$ cat src/hdl/ips_pkg.sv
// Shared constants and types for the incremental PID step block.
package ips_pkg;

	localparam int GAIN_WIDTH          = 16;
	localparam int SAMPLE_WIDTH_DEF    = 16;
	localparam int GAIN_FRAC_BITS_DEF  = 12;
	localparam int CFG_INDEX_WIDTH     = 3;
	localparam int MID_DEPTH           = 4;
	localparam int OUT_DEPTH           = 4;

	typedef enum logic [CFG_INDEX_WIDTH-1:0] {
		REG_PROP_GAIN    = 3'd0,
		REG_INTEG_GAIN   = 3'd1,
		REG_DERIV_GAIN   = 3'd2,
		REG_CLAMP_ENABLE = 3'd3,
		REG_BOUND_LOW    = 3'd4,
		REG_BOUND_HIGH   = 3'd5
	} cfg_reg_t;

	typedef struct packed {
		logic signed [GAIN_WIDTH-1:0] kp;
		logic signed [GAIN_WIDTH-1:0] ki;
		logic signed [GAIN_WIDTH-1:0] kd;
	} gains_t;

endpackage

$ cat src/hdl/ips_fifo.sv
// Small register-based first-in first-out queue with occupancy count.
module ips_fifo import ips_pkg::*; #(
	parameter int WIDTH = 16,
	parameter int DEPTH = 4
) (
	input  logic                       clk,
	input  logic                       arst_n,
	input  logic                       wr_en,
	input  logic [WIDTH-1:0]           wr_data,
	input  logic                       rd_en,
	output logic [WIDTH-1:0]           rd_data,
	output logic [$clog2(DEPTH+1)-1:0] count,
	output logic                       full,
	output logic                       empty
);

	localparam int PW = (DEPTH > 1) ? $clog2(DEPTH) : 1;
	localparam int CW = $clog2(DEPTH+1);

	logic [WIDTH-1:0] mem_q [DEPTH];
	logic [PW-1:0]    wr_ptr_q;
	logic [PW-1:0]    rd_ptr_q;
	logic [CW-1:0]    count_q;
	logic             do_wr;
	logic             do_rd;

	assign full    = (count_q == CW'(DEPTH));
	assign empty   = (count_q == '0);
	assign count   = count_q;
	assign do_wr   = wr_en && !full;
	assign do_rd   = rd_en && !empty;
	assign rd_data = mem_q[rd_ptr_q];

	always_ff @(posedge clk) begin
		if (do_wr) begin
			mem_q[wr_ptr_q] <= wr_data;
		end
	end

	always_ff @(posedge clk or negedge arst_n) begin
		if (!arst_n) begin
			wr_ptr_q <= '0;
			rd_ptr_q <= '0;
			count_q  <= '0;
		end else begin
			if (do_wr) begin
				wr_ptr_q <= (wr_ptr_q == PW'(DEPTH-1)) ? '0 : wr_ptr_q + PW'(1);
			end
			if (do_rd) begin
				rd_ptr_q <= (rd_ptr_q == PW'(DEPTH-1)) ? '0 : rd_ptr_q + PW'(1);
			end
			if (do_wr && !do_rd) begin
				count_q <= count_q + CW'(1);
			end else if (do_rd && !do_wr) begin
				count_q <= count_q - CW'(1);
			end
		end
	end

endmodule

$ cat src/hdl/ips_front.sv
// Front end: forms the error, keeps the error history and the difference terms.
module ips_front import ips_pkg::*; #(
	parameter int SAMPLE_WIDTH = SAMPLE_WIDTH_DEF
) (
	input  logic                           clk,
	input  logic                           arst_n,
	input  logic                           accept,
	input  logic signed [SAMPLE_WIDTH-1:0] measured,
	input  logic signed [SAMPLE_WIDTH-1:0] target,
	output logic signed [SAMPLE_WIDTH+1:0] diff1,
	output logic signed [SAMPLE_WIDTH+1:0] sum1,
	output logic signed [SAMPLE_WIDTH+2:0] diff2
);

	localparam int SW = SAMPLE_WIDTH;

	logic signed [SW:0] err;
	logic signed [SW:0] e1_q;
	logic signed [SW:0] e2_q;

	assign err   = (SW+1)'(target) - (SW+1)'(measured);
	assign diff1 = (SW+2)'(err) - (SW+2)'(e1_q);
	assign sum1  = (SW+2)'(err) + (SW+2)'(e1_q);
	assign diff2 = (SW+3)'(err) - ((SW+3)'(e1_q) <<< 1) + (SW+3)'(e2_q);

	always_ff @(posedge clk or negedge arst_n) begin
		if (!arst_n) begin
			e1_q <= '0;
			e2_q <= '0;
		end else if (accept) begin
			e2_q <= e1_q;
			e1_q <= err;
		end
	end

endmodule

$ cat src/hdl/ips_back.sv
// Back end: gain multiplies, rounding, saturation and clamping over two stages.
module ips_back import ips_pkg::*; #(
	parameter int SAMPLE_WIDTH   = SAMPLE_WIDTH_DEF,
	parameter int GAIN_FRAC_BITS = GAIN_FRAC_BITS_DEF
) (
	input  logic                             clk,
	input  logic                             arst_n,
	input  gains_t                           gains,
	input  logic                             clamp_en,
	input  logic signed [SAMPLE_WIDTH-1:0]   bound_low,
	input  logic signed [SAMPLE_WIDTH-1:0]   bound_high,
	input  logic                             word_valid,
	input  logic signed [SAMPLE_WIDTH-1:0]   word_meas,
	input  logic signed [SAMPLE_WIDTH+1:0]   word_diff1,
	input  logic signed [SAMPLE_WIDTH+1:0]   word_sum1,
	input  logic signed [SAMPLE_WIDTH+2:0]   word_diff2,
	input  logic [$clog2(OUT_DEPTH+1)-1:0]   out_count,
	output logic                             word_take,
	output logic                             res_valid,
	output logic signed [SAMPLE_WIDTH-1:0]   res_data
);

	localparam int SW = SAMPLE_WIDTH;
	localparam int GW = GAIN_WIDTH;
	localparam int F  = GAIN_FRAC_BITS;
	localparam int AW = GW + SW + 4;
	localparam int CW = $clog2(OUT_DEPTH+1);

	localparam logic signed [AW:0] RMAX = {{(AW-SW+2){1'b0}}, {(SW-1){1'b1}}};
	localparam logic signed [AW:0] RMIN = {{(AW-SW+2){1'b1}}, {(SW-1){1'b0}}};

	logic signed [GW+SW+1:0] p_prop;
	logic signed [GW+SW+1:0] p_integ;
	logic signed [GW+SW+2:0] p_deriv;

	logic                    v_s1;
	logic signed [GW+SW+1:0] p_prop_s1;
	logic signed [GW+SW+1:0] p_integ_s1;
	logic signed [GW+SW+2:0] p_deriv_s1;
	logic signed [SW-1:0]    meas_s1;

	logic signed [AW-1:0]    acc;
	logic signed [AW-1:0]    corr;
	logic signed [AW:0]      sum;
	logic signed [SW-1:0]    sat;
	logic signed [SW-1:0]    clamped;

	logic                    v_s2;
	logic signed [SW-1:0]    res_s2;

	// credit against the output queue covers words still in flight
	assign word_take = word_valid &&
		((CW+1)'(out_count) + (CW+1)'(v_s1) + (CW+1)'(v_s2) < (CW+1)'(OUT_DEPTH));

	assign p_prop  = $signed(gains.kp) * word_diff1;
	assign p_integ = $signed(gains.ki) * word_sum1;
	assign p_deriv = $signed(gains.kd) * word_diff2;

	// round half up: add half an LSB of the result, then floor
	assign acc = (AW'(p_prop_s1) <<< 1) + AW'(p_integ_s1) + (AW'(p_deriv_s1) <<< 1)
		+ (AW'(1) <<< F);
	assign corr = acc >>> (F + 1);
	assign sum  = (AW+1)'(meas_s1) + (AW+1)'(corr);

	always_comb begin
		if (sum < RMIN) begin
			sat = RMIN[SW-1:0];
		end else if (sum > RMAX) begin
			sat = RMAX[SW-1:0];
		end else begin
			sat = sum[SW-1:0];
		end
		clamped = sat;
		if (clamp_en) begin
			if (clamped < bound_low) begin
				clamped = bound_low;
			end
			if (clamped > bound_high) begin
				clamped = bound_high;
			end
		end
	end

	always_ff @(posedge clk or negedge arst_n) begin
		if (!arst_n) begin
			v_s1 <= 1'b0;
			v_s2 <= 1'b0;
		end else begin
			v_s1 <= word_take;
			v_s2 <= v_s1;
		end
	end

	always_ff @(posedge clk) begin
		if (word_take) begin
			p_prop_s1  <= p_prop;
			p_integ_s1 <= p_integ;
			p_deriv_s1 <= p_deriv;
			meas_s1    <= word_meas;
		end
		if (v_s1) begin
			res_s2 <= clamped;
		end
	end

	assign res_valid = v_s2;
	assign res_data  = res_s2;

endmodule

$ cat src/hdl/incremental_pid_step.sv
// Top level of the incremental (velocity-form) PID step block.
// Takes one measured/target word per clock while full is low and returns one setpoint
// word per word taken, in order. A pushed word is written to the error queue; the
// first stage then registers the three gain multiplies fed straight from the error
// queue, the second the rounding sum, saturation and clamp, and the result queue is
// written after that. Throughput is one word per clock while the reader keeps popping;
// the two-stage arithmetic pipeline runs against a four-entry result queue, and
// full rises only when the error queue backs up behind a stalled reader.
// Configuration writes are always ready and also reach words already queued.
module incremental_pid_step import ips_pkg::*; #(
	parameter int SAMPLE_WIDTH   = SAMPLE_WIDTH_DEF,
	parameter int GAIN_FRAC_BITS = GAIN_FRAC_BITS_DEF
) (
	input  logic                           clk,
	input  logic                           arst_n,
	input  logic                           push,
	output logic                           full,
	input  logic signed [SAMPLE_WIDTH-1:0] measured,
	input  logic signed [SAMPLE_WIDTH-1:0] target,
	output logic                           empty,
	input  logic                           pop,
	output logic signed [SAMPLE_WIDTH-1:0] setpoint,
	input  logic                           cfg_valid,
	output logic                           cfg_ready,
	input  logic [CFG_INDEX_WIDTH-1:0]     cfg_index,
	input  logic [((SAMPLE_WIDTH > GAIN_WIDTH) ? SAMPLE_WIDTH : GAIN_WIDTH)-1:0] cfg_data
);

	localparam int SW = SAMPLE_WIDTH;
	localparam int MW = 4 * SW + 7;

	gains_t               gains_q;
	logic                 clamp_en_q;
	logic signed [SW-1:0] bound_low_q;
	logic signed [SW-1:0] bound_high_q;

	logic                 accept;
	logic signed [SW+1:0] diff1;
	logic signed [SW+1:0] sum1;
	logic signed [SW+2:0] diff2;

	logic [MW-1:0]        mid_wr;
	logic [MW-1:0]        mid_rd;
	logic                 mid_empty;
	logic                 mid_take;
	logic [$clog2(MID_DEPTH+1)-1:0] mid_count;

	logic                 res_valid;
	logic signed [SW-1:0] res_data;
	logic [$clog2(OUT_DEPTH+1)-1:0] out_count;
	logic                 out_full;

	assign cfg_ready = 1'b1;

	always_ff @(posedge clk or negedge arst_n) begin
		if (!arst_n) begin
			gains_q      <= '0;
			clamp_en_q   <= 1'b0;
			bound_low_q  <= {1'b1, {(SW-1){1'b0}}};
			bound_high_q <= {1'b0, {(SW-1){1'b1}}};
		end else if (cfg_valid && cfg_ready) begin
			case (cfg_reg_t'(cfg_index))
				REG_PROP_GAIN:    gains_q.kp   <= cfg_data[GAIN_WIDTH-1:0];
				REG_INTEG_GAIN:   gains_q.ki   <= cfg_data[GAIN_WIDTH-1:0];
				REG_DERIV_GAIN:   gains_q.kd   <= cfg_data[GAIN_WIDTH-1:0];
				REG_CLAMP_ENABLE: clamp_en_q   <= cfg_data[0];
				REG_BOUND_LOW:    bound_low_q  <= cfg_data[SW-1:0];
				REG_BOUND_HIGH:   bound_high_q <= cfg_data[SW-1:0];
				default: begin
				end
			endcase
		end
	end

	assign accept = push && !full;

	ips_front #(
		.SAMPLE_WIDTH(SW)
	) u_front (
		.clk      (clk),
		.arst_n   (arst_n),
		.accept   (accept),
		.measured (measured),
		.target   (target),
		.diff1    (diff1),
		.sum1     (sum1),
		.diff2    (diff2)
	);

	assign mid_wr = {measured, diff1, sum1, diff2};

	ips_fifo #(
		.WIDTH(MW),
		.DEPTH(MID_DEPTH)
	) u_mid_fifo (
		.clk     (clk),
		.arst_n  (arst_n),
		.wr_en   (accept),
		.wr_data (mid_wr),
		.rd_en   (mid_take),
		.rd_data (mid_rd),
		.count   (mid_count),
		.full    (full),
		.empty   (mid_empty)
	);

	ips_back #(
		.SAMPLE_WIDTH   (SW),
		.GAIN_FRAC_BITS (GAIN_FRAC_BITS)
	) u_back (
		.clk        (clk),
		.arst_n     (arst_n),
		.gains      (gains_q),
		.clamp_en   (clamp_en_q),
		.bound_low  (bound_low_q),
		.bound_high (bound_high_q),
		.word_valid (!mid_empty && (mid_count != '0)),
		.word_meas  (mid_rd[MW-1 -: SW]),
		.word_diff1 (mid_rd[3*SW+6 -: SW+2]),
		.word_sum1  (mid_rd[2*SW+4 -: SW+2]),
		.word_diff2 (mid_rd[SW+2:0]),
		.out_count  (out_count),
		.word_take  (mid_take),
		.res_valid  (res_valid),
		.res_data   (res_data)
	);

	ips_fifo #(
		.WIDTH(SW),
		.DEPTH(OUT_DEPTH)
	) u_out_fifo (
		.clk     (clk),
		.arst_n  (arst_n),
		.wr_en   (res_valid),
		.wr_data (res_data),
		.rd_en   (pop),
		.rd_data (setpoint),
		.count   (out_count),
		.full    (out_full),
		.empty   (empty)
	);

	logic unused_full;
	assign unused_full = out_full;

endmodule

$ cat config.mk
export PLATFORM = sky130hd
export DESIGN_NAME = incremental_pid_step
export DESIGN_NICKNAME = d
export VERILOG_FILES = /design/src/hdl/ips_pkg.sv /design/src/hdl/ips_fifo.sv /design/src/hdl/ips_front.sv /design/src/hdl/ips_back.sv /design/src/hdl/incremental_pid_step.sv
export SDC_FILE = /design/constraint.sdc
export NUM_CORES = 2
export LEC_CHECK = 0
export BUFFER_PORTS_ARGS = -buffer_cell sky130_fd_sc_hd__buf_2
export CAP_MARGIN = 10
export CORE_ASPECT_RATIO = 1.75
export CORE_MARGIN = 10
export CORE_UTILIZATION = 45
export DETAILED_ROUTE_END_ITERATION = 16
export GPL_ROUTABILITY_DRIVEN = 0
export GPL_TIMING_DRIVEN = 1
export PLACE_DENSITY = 0.57
export SLEW_MARGIN = 20
export SYNTH_ARGS = -nofsm -noshare
export SYNTH_HDL_FRONTEND = slang
export SYNTH_SLANG_ARGS = --single-unit
export TNS_END_PERCENT = 30
$ cat constraint.sdc
create_clock -name clk -period 35.3 [get_ports clk]
set_input_delay 8.825 -clock clk [delete_from_list [all_inputs] [get_ports clk]]
set_output_delay 8.825 -clock clk [all_outputs]
set_load 0.03 [all_outputs]
==> results by group <==
Min path
  – Hold_sp: u_back.res_data[7]
  – Worst Hold Class: reg -> reg

Route
  – Routed vias: 40200
  – Routed WL per cell: 21.8 µm
  – DRC: 0
  – Antenna viol nets, final: 0
  – Vias/cell: 5.34
  – Initial drt markers: 2028
  – Drt total wl: 164000 µm
  – Drt first pass iters: 5

Clock tree
  – CTS Hold Bufs: 0
  – Clk buf depth: 3
  – Clk sink count: 609
  – Num CTS Buffers: 66
  – CTS root buffer: clkbuf_16
  – Setup bufs post-CTS: 0
  – CTS tree: built
  – H-tree depth: 3
  – CTS resizes: 0
  – Worst-path clk slew: 60 ps
  – Clk_lat worst skew: 650 ps

Setup path
  – WP data arrival: 13380 ps
  – CP Launch Type: primary input
  – Max FO, Critical Path: 10
  – Reg-to-reg endpoint: u_back.res_data[6]
  – Worst Path Required: 35610 ps
  – R2r setup slk: 22910 ps
  – Reg2Reg Depth: 50
  – Critical register-to-register path startpoint: u_back.p_prop_s1[6]
  – CP Capture Type: register
  – WS Path Type: in -> reg
  – Critical Path End: u_mid_fifo.mem_q[0][54]
  – Critical Path Source: measured[1]

Logic synthesis
  – Avg Cell Area, Syn: 11.0 µm²
  – Main synth FF type: edfxtp_1
  – Synth Register Bits: 609
  – Post-synth EDFFs: 478
  – Synth Net Count: 7145
  – Synth unique cells: 88
  – Synth warnings: 0
  – Mapped cell area: 0.0624 mm²
  – FFs w/ async S/R, synth: 21.5%
  – Seq/Total Area, Yosys: 28.3%
  – Syn Inst Count: 5686

Placed design
  – IO Port Bufs: 73
  – Placed wire-length estimate: 127000 µm

STA
  – Maximum clock frequency: 0.0765 GHz
  – Tmin final: 13070 ps
  – Unrepaired setup endpoints after global routing: false
  – # setup viols final: 0
  – Least-Margin Pin Slew: 1050 ps
  – Setup TNS: 0 ps
  – Rel. slew slack: 29.8%
  – Final Max Slew Viols: 0
  – Final Hold Fails: 0
  – Period utilization: 37.0%
  – Worst Skew: 56.3 ps

Final layout
  – Fraction of layout cells with a size suffix above 1: 7.50%
  – Final Util: 48.6%
  – Fill count: 12600
  – Synthesis-to-layout area growth: 7.12%
  – Nets: 7113

Run status
  – Status: completed

Global route
  – Vias in the first global route: 44100
  – GRT Total Usage: 21.6%
  – Grt total ovfl: 0
  – Pin count of the biggest net entering global routing: 80
  – Global-route wire length before repair: 254000 µm
  – Initial antenna violation count: 9

Floorplan
  – Chip Width: 301 µm
  – Initial Util: 45.3%
  – Core area: 0.138 mm²
  – FP Rows: 180
  – Die height: 513 µm
  – DIE AREA: 0.155 mm²
  – Top-level I/O count: 75

Run
  – Max cap viols: 0
-- logic make-up (layout without fill, tap and decap cells) --
group | after synthesis | in the layout | synth area share, %
compound gates | 554 | 554 | 5.75
flops | 609 | 609 | 28.3
buf+inv | 1348 | 1368 | 8.13
xor+xnor | 210 | 210 | 2.95
fa+ha+maj | 1403 | 1403 | 39.4
simple gates | 1391 | 1391 | 10.8
other cells | 1 | 4 | 0.00601
mux | 170 | 170 | 4.62
-- cells in the mapped netlist, types with 25 or more instances --
| cell | n | area [µm²] |
|---|---|---|
| mux4_2 | 86 | 1940 |
| mux2_2 | 81 | 912 |
| a21oi_1 | 143 | 716 |
| a21o_1 | 55 | 413 |
| o21a_1 | 35 | 263 |
| nand3_1 | 40 | 200 |
| edfxtp_1 | 478 | 14400 |
| nor2_1 | 126 | 473 |
| xor2_1 | 57 | 499 |
| nand2b_1 | 88 | 551 |
| inv_1 | 1146 | 4300 |
| buf_1 | 25 | 93.8 |
| xnor2_1 | 153 | 1340 |
| nor2b_1 | 31 | 194 |
| fa_1 | 940 | 18800 |
| dfrtp_1 | 115 | 2880 |
| ha_1 | 463 | 5790 |
| nor3_1 | 47 | 235 |
| nand2_1 | 639 | 2400 |
| clkbuf_1 | 169 | 634 |
| o21ai_0 | 138 | 691 |
| and2_1 | 342 | 2140 |
-- area by class of cell --
| cell class | count | area, µm² | share of cell area (%) |
|---|---|---|---|
| Antenna cell | 3 | 7.51 | 0.0112 |
| Clock buffer | 83 | 1800 | 2.69 |
| Clock inverter | 37 | 462 | 0.691 |
| Inverter | 1147 | 4310 | 6.44 |
| Multi-Input combinational cell | 3729 | 39700 | 59.5 |
| Sequential cell | 609 | 17700 | 26.4 |
| Tap cell | 1820 | 2280 | 3.41 |
| Timing Repair Buffer | 101 | 586 | 0.876 |
-- worst min-delay path by stage --
stage                              endpoint  slack [ps]  depth (start not counted)
floorplan               u_mid_fifo.count[2]         460                          1
global placement     u_out_fifo.mem_q[3][5]         470                          0
detailed placement  u_out_fifo.mem_q[2][13]         490                          0
CTS                 u_out_fifo.mem_q[2][11]         500                          0
global route        u_out_fifo.mem_q[0][10]         520                          0
finish               u_out_fifo.mem_q[2][7]         490                          0
-- worst max-delay path, cell delays in order --
cell	delay (ps)
buf_2	120
inv_1	80
ha_1	280
nor2b_1	130
o21ai_0	200
a21boi_0	150
o21ai_0	230
a21boi_0	180
o2111ai_1	270
nand3_1	150
a31o_2	250
a21oi_1	170
xnor2_1	330
ha_1	470
nand3_1	130
a211oi_1	70
o31ai_1	360
a21oi_1	160
o41ai_1	810
-- through the flow --
step	setup WS, ps	hold slack, ps	cell area (µm²)	cells
2_1_floorplan	22510	456	62400	5686
3_3_place_gp	21710	468	64600	7405
3_5_place_dp	21590	487	64600	7406
4_1_cts	22260	500	66800	7526
5_1_grt	21900	518	66800	7527
6_report	22230	494	66800	7529
-- cells in the final DEF (no fill, tap or decap), drive strengths merged, types with 9 or more instances in the layout --
cell type,instances
inv,1154
fa,940
nand2,639
edfxtp,478
ha,463
and2,342
xnor2,153
o21ai,149
a21oi,144
nor2,126
dfrtp,115
buf,101
nand2b,88
mux4,86
mux2,83
clkbuf,83
xor2,57
a21o,55
nor3,47
nand3,40
o21a,35
nor2b,31
o21bai,20
o211ai,19
nand4,18
a31oi,18
clkinv,17
dfstp,16
a211oi,16
o31ai,15
or3,14
a21boi,13
a2bb2oi,10
and3,10
or2,9
-- state kept, by name, summed over array words and instances, names as in the netlist, 3 cells and up --
name / flops
u_back.p_deriv_s1: 35
u_back.p_integ_s1: 33
u_out_fifo.mem_q: 64
u_mid_fifo.count: 3
u_back.res_data: 16
bound_high_q: 16
u_back.p_prop_s1: 34
u_mid_fifo.mem_q: 280
u_back.meas_s1: 16
u_front.e1_q: 17
u_out_fifo.count: 3
gains_q: 48
u_front.e2_q: 17
bound_low_q: 16
-- per-layer routing --
| layer | GRT usage (%) | up-vias | routed length, µm |
|---|---|---|---|
| met4 | 11.2 | 0 | 9380 |
| li1 | - | 18000 | - |
| met1 | 23.8 | 21100 | 59300 |
| met3 | 2.01 | 292 | 5230 |
| met5 | 0 | - | 0 |
| met2 | 40.5 | 834 | 90000 |
Power is left out: the tool's default activity adds up to more than one toggle a clock period on the data nets, which glitch-free logic cannot reach.
